File: src/hw/rtl/tsbs_pkg.sv
// Shared constants, codes and types of the time series bracket search block.
package tsbs_pkg;

    localparam int TABLE_DEPTH  = 1024;
    localparam int STAMP_BITS   = 40;
    localparam int PAYLOAD_BITS = 64;
    localparam int IDX_BITS     = $clog2(TABLE_DEPTH);
    localparam int CNT_BITS     = IDX_BITS + 1;
    localparam int MIN_ENTRIES  = 2;

    localparam int QUEUE_DEPTH  = 2;
    localparam int QPTR_BITS    = $clog2(QUEUE_DEPTH);
    localparam int QFILL_BITS   = QPTR_BITS + 1;

    typedef enum logic [1:0] {
        OP_APPEND = 2'd0,
        OP_QUERY  = 2'd1,
        OP_REWIND = 2'd2,
        OP_CLEAR  = 2'd3
    } op_t;

    typedef enum logic [1:0] {
        ST_OK        = 2'd0,
        ST_NOT_FOUND = 2'd1,
        ST_FULL      = 2'd2
    } status_t;

    typedef struct packed {
        op_t                     op;
        logic [STAMP_BITS-1:0]   stamp;
        logic [PAYLOAD_BITS-1:0] payload;
    } item_t;

    typedef struct packed {
        status_t                 status;
        logic [STAMP_BITS-1:0]   before_stamp;
        logic [PAYLOAD_BITS-1:0] before_payload;
        logic [STAMP_BITS-1:0]   after_stamp;
        logic [PAYLOAD_BITS-1:0] after_payload;
    } res_t;

endpackage

File: src/hw/rtl/tsbs_front.sv
// Front part: accepts requests, decodes the command and queues them for the back part.
module tsbs_front import tsbs_pkg::*; (
    input  logic                    clk,
    input  logic                    rst_n,
    input  logic                    req_valid,
    output logic                    req_ready,
    input  logic [1:0]              command,
    input  logic [STAMP_BITS-1:0]   stamp,
    input  logic [PAYLOAD_BITS-1:0] payload,
    output logic                    q_valid,
    output item_t                   q_item,
    input  logic                    q_pop
);

    item_t                 slot_reg [QUEUE_DEPTH];
    logic [QPTR_BITS-1:0]  wr_ptr_reg, wr_ptr_next;
    logic [QPTR_BITS-1:0]  rd_ptr_reg, rd_ptr_next;
    logic [QFILL_BITS-1:0] fill_reg, fill_next;
    logic                  push;
    item_t                 new_item;

    assign req_ready = (fill_reg != QFILL_BITS'(QUEUE_DEPTH));
    assign push      = req_valid && req_ready;
    assign q_valid   = (fill_reg != '0);
    assign q_item    = slot_reg[rd_ptr_reg];

    always_comb
    begin
        new_item.op      = op_t'(command);
        new_item.stamp   = stamp;
        new_item.payload = payload;
    end

    always_comb
    begin
        wr_ptr_next = push ? wr_ptr_reg + 1'b1 : wr_ptr_reg;
        rd_ptr_next = q_pop ? rd_ptr_reg + 1'b1 : rd_ptr_reg;
        fill_next   = fill_reg;
        if (push && !q_pop)
        begin
            fill_next = fill_reg + 1'b1;
        end
        else if (!push && q_pop)
        begin
            fill_next = fill_reg - 1'b1;
        end
    end

    always_ff @(posedge clk or negedge rst_n)
    begin
        if (!rst_n)
        begin
            wr_ptr_reg <= '0;
            rd_ptr_reg <= '0;
            fill_reg   <= '0;
        end
        else
        begin
            wr_ptr_reg <= wr_ptr_next;
            rd_ptr_reg <= rd_ptr_next;
            fill_reg   <= fill_next;
        end
    end

    always_ff @(posedge clk)
    begin
        if (push)
        begin
            slot_reg[wr_ptr_reg] <= new_item;
        end
    end

endmodule

File: config.mk
export PLATFORM = sky130hd
export DESIGN_NAME = tsbs_front
export DESIGN_NICKNAME = d
export VERILOG_FILES = /design/src/hw/rtl/tsbs_pkg.sv /design/src/hw/rtl/tsbs_front.sv
export SDC_FILE = /design/constraint.sdc
export NUM_CORES = 1
export LEC_CHECK = 0
export BUFFER_PORTS_ARGS = -buffer_cell sky130_fd_sc_hd__buf_2
export CAP_MARGIN = 10
export CORE_ASPECT_RATIO = 1.2
export CORE_MARGIN = 2
export CORE_UTILIZATION = 56
export DETAILED_ROUTE_END_ITERATION = 7
export PLACE_DENSITY = 0.95
export SETUP_SLACK_MARGIN = 0.05
export SLEW_MARGIN = 20
export SYNTH_ARGS = -nofsm -noshare
export SYNTH_HDL_FRONTEND = slang
export SYNTH_SLANG_ARGS = --single-unit
File: constraint.sdc
create_clock -name clk -period 14.7 [get_ports clk]
set_clock_uncertainty 0.05 [all_clocks]
set_input_delay 1.47 -clock clk [delete_from_list [all_inputs] [get_ports clk]]
set_output_delay 1.47 -clock clk [all_outputs]
set_load 0.01 [all_outputs]
==> reports/results.ini <==
[outcome]
status = completed

[clock_tree]
cts_max_level = 1
cts_setup_buffers = 0
clock-sinks = 216
post_cts_resized = 0
numCtsBuffers = 21
postCtsHoldBufs = 0
cts_tree = yes
clockBufferDepth = 3
clkSlewWorstSetupHoldPaths_ps = 60
root_buffer = clkbuf_16
clock_latency_ps = 480

[timing]
fin_crit_sh = 0.275
fmax_mhz = 247
worstMarginPinSlew_ps = 851
slew_headroom = 0.433
rsz0062_at_grt = false
final-setup-viol-count = 0
min_period_ps = 4040
finalHoldViolCount = 0
final_max_slew_viol_count = 0
hold_ws_ps = 472
final.setup.tns_ps = 0

[cells_and_area]
layout_commonest_cell = buf_2
nNetsFinal = 691
area_delta_synth_final_pct = 23.5
post_route_cells_drive_above_1_share = 0.599
mostFrequentLayoutCells = buf_2 (217), edfxtp_1 (212), mux2_2 (76)
finalNonFillerCells = 764
largest_reg_flops = 212
diodes = 0

[min_path]
hold_path.class = register to register
worstHoldStart = fill_reg[1]$_DFFE_PN0P_
hold_end = fill_reg[1]$_DFFE_PN0P_
min_path_cells = 1

[placed_design]
dp_hpwl_um = 9850
gp_congestion = 0.706
port_buffers = 217
dp.cells = 728

[global_routing]
grt_use_met2 = 0.354
antenna_found_initial = 1
grt_pass1_wl_um = 22700
grt.total_usage = 0.192
top_usage_layer = met2
globalRouteOverflowTotal = 0
grt_pass1_vias = 4499
met1_usage = 0.212
grt_start_max_net_pins = 81
use_met3 = 0.0525

[routing]
via_per_inst = 5.35
ant_nets = 0
drc = 0
wl_per_cell_um = 19.7
first_pass_iters = 4
via_count = 4087
initialDrtViolationCount = 256
wirelength_um = 15100

[floorplanning]
ios = 218
core_area_um2 = 13800
dieArea_um2 = 15200
die_y_um = 135
chipWidth_um = 113
rows = 47
initial_core_util = 0.576

[critical_path]
worst_r2r_startpoint = fill_reg[0]$_DFFE_PN0P_
reg2reg_slack_ps = 12230
cp-start-kind = register
cp.required_ps = 13180
end_kind = output port
r2r-end = slot_reg[1][60]$_DFFE_PP_
critical_path_class = register to output port
worstRegToRegCells = 3
cp_max_fo = 80
arrival_ps = 2520

[synth]
synth.avg_cell_area_um2 = 22.9
post_synth_main_area_contributors = edfxtp_1 (80%), mux2_2 (11%), mux2_4 (5.7%)
yosysSeqAreaShare = 0.813
syn_area_um2 = 7960
yosys.area.top_type_share = 0.800
synthArstFlopShare = 0.0185
synth-seq-cells = 216
syn-instance-count = 348
synthFlopType = edfxtp_1
yosys_warnings = 0
yosysTopAreaCell = edfxtp_1
synth-edff-count = 212
synth.distinct_cells = 15
syn-num-nets = 459

[power_and_ir_drop]
pwr-share-seq = 0.461
p_leak_nw = 3.78
power.share.clock = 0.246
powerDensity_nw_per_um2 = 198
p_comb_frac = 0.294
switching_share = 0.283
intPower_mw = 1.40
power_mw = 1.95
p_switching_mw = 0.552
vdd_drop_max_uv = 133

[run]
drv_cap = 0

[synthesized netlist by cell type (2+ instances only)]
cell and count:
xor2_1 3, buf_2 7, mux2_2 76, mux2_4 30, inv_1 2, edfxtp_1 212, nor2_1 2, buf_6 5
xnor2_1 2, dfrtp_1 4
[metal layers]
layer	routed length [µm]	share of wire	vias to the layer above
met5	9	0.00060	-
met4	351	0.023	2
met3	1160	0.077	38
li1	-	-	1841
met1	5400	0.36	2012
met2	8150	0.54	194
[power by group through the flow]
stage | Sequential [mW] | Clock [mW] | Combinational [mW]
floorplan | 0.896 | 0 | 0.399
global placement | 0.898 | 0 | 0.563
detailed placement | 0.909 | 0 | 0.580
CTS | 0.898 | 0.490 | 0.584
global route | 0.908 | 0.514 | 0.613
finish | 0.897 | 0.478 | 0.573
[worst max path at each step]
stage                           start                  endpoint  slack (ps)  depth (start not counted)
6_report       rd_ptr_reg$_DFFE_PN0P_                 q_item[5]       10660                          3
5_1_grt        rd_ptr_reg$_DFFE_PN0P_                q_item[35]       10560                          3
4_1_cts        rd_ptr_reg$_DFFE_PN0P_                q_item[42]       10410                          3
3_3_place_gp   rd_ptr_reg$_DFFE_PN0P_                q_item[41]       10960                          3
3_5_place_dp   rd_ptr_reg$_DFFE_PN0P_                q_item[42]       10910                          3
2_1_floorplan               req_valid  slot_reg[0][0]$_DFFE_PP_        8110                          2
[cell families after synthesis]
kind of cell,after synthesis,synth area share
mux,106,0.164
fa+ha+maj,1,0.00157
simple gates,6,0.00377
buf+inv,14,0.0124
xor+xnor,5,0.00550
flops,216,0.813
[through the flow]
stage | utilization | instance area (µm²) | setup WS [ps]
3_3_place_gp | 0.667 | 9210 | 10960
5_1_grt | 0.711 | 9830 | 10560
2_1_floorplan | - | 7960 | 8110
3_5_place_dp | 0.667 | 9210 | 10910
6_report | 0.711 | 9830 | 10660
4_1_cts | 0.711 | 9820 | 10410
[critical path: stages (launching register included)]
cell and delay (ps):
dfrtp_4 690, buf_6 680, mux2_2 430, buf_2 140
[area by class of cell]
cell class | count | area (µm²)
clock buffer | 28 | 552
fill | 815 | 3990
timing repair buffer | 221 | 1120
clock inverter | 8 | 58.8
sequential | 216 | 6470
multi-input combinational | 118 | 1410
inverter | 2 | 7.51
tap | 171 | 214
Note: power is estimated with default switching activity, not from simulation.
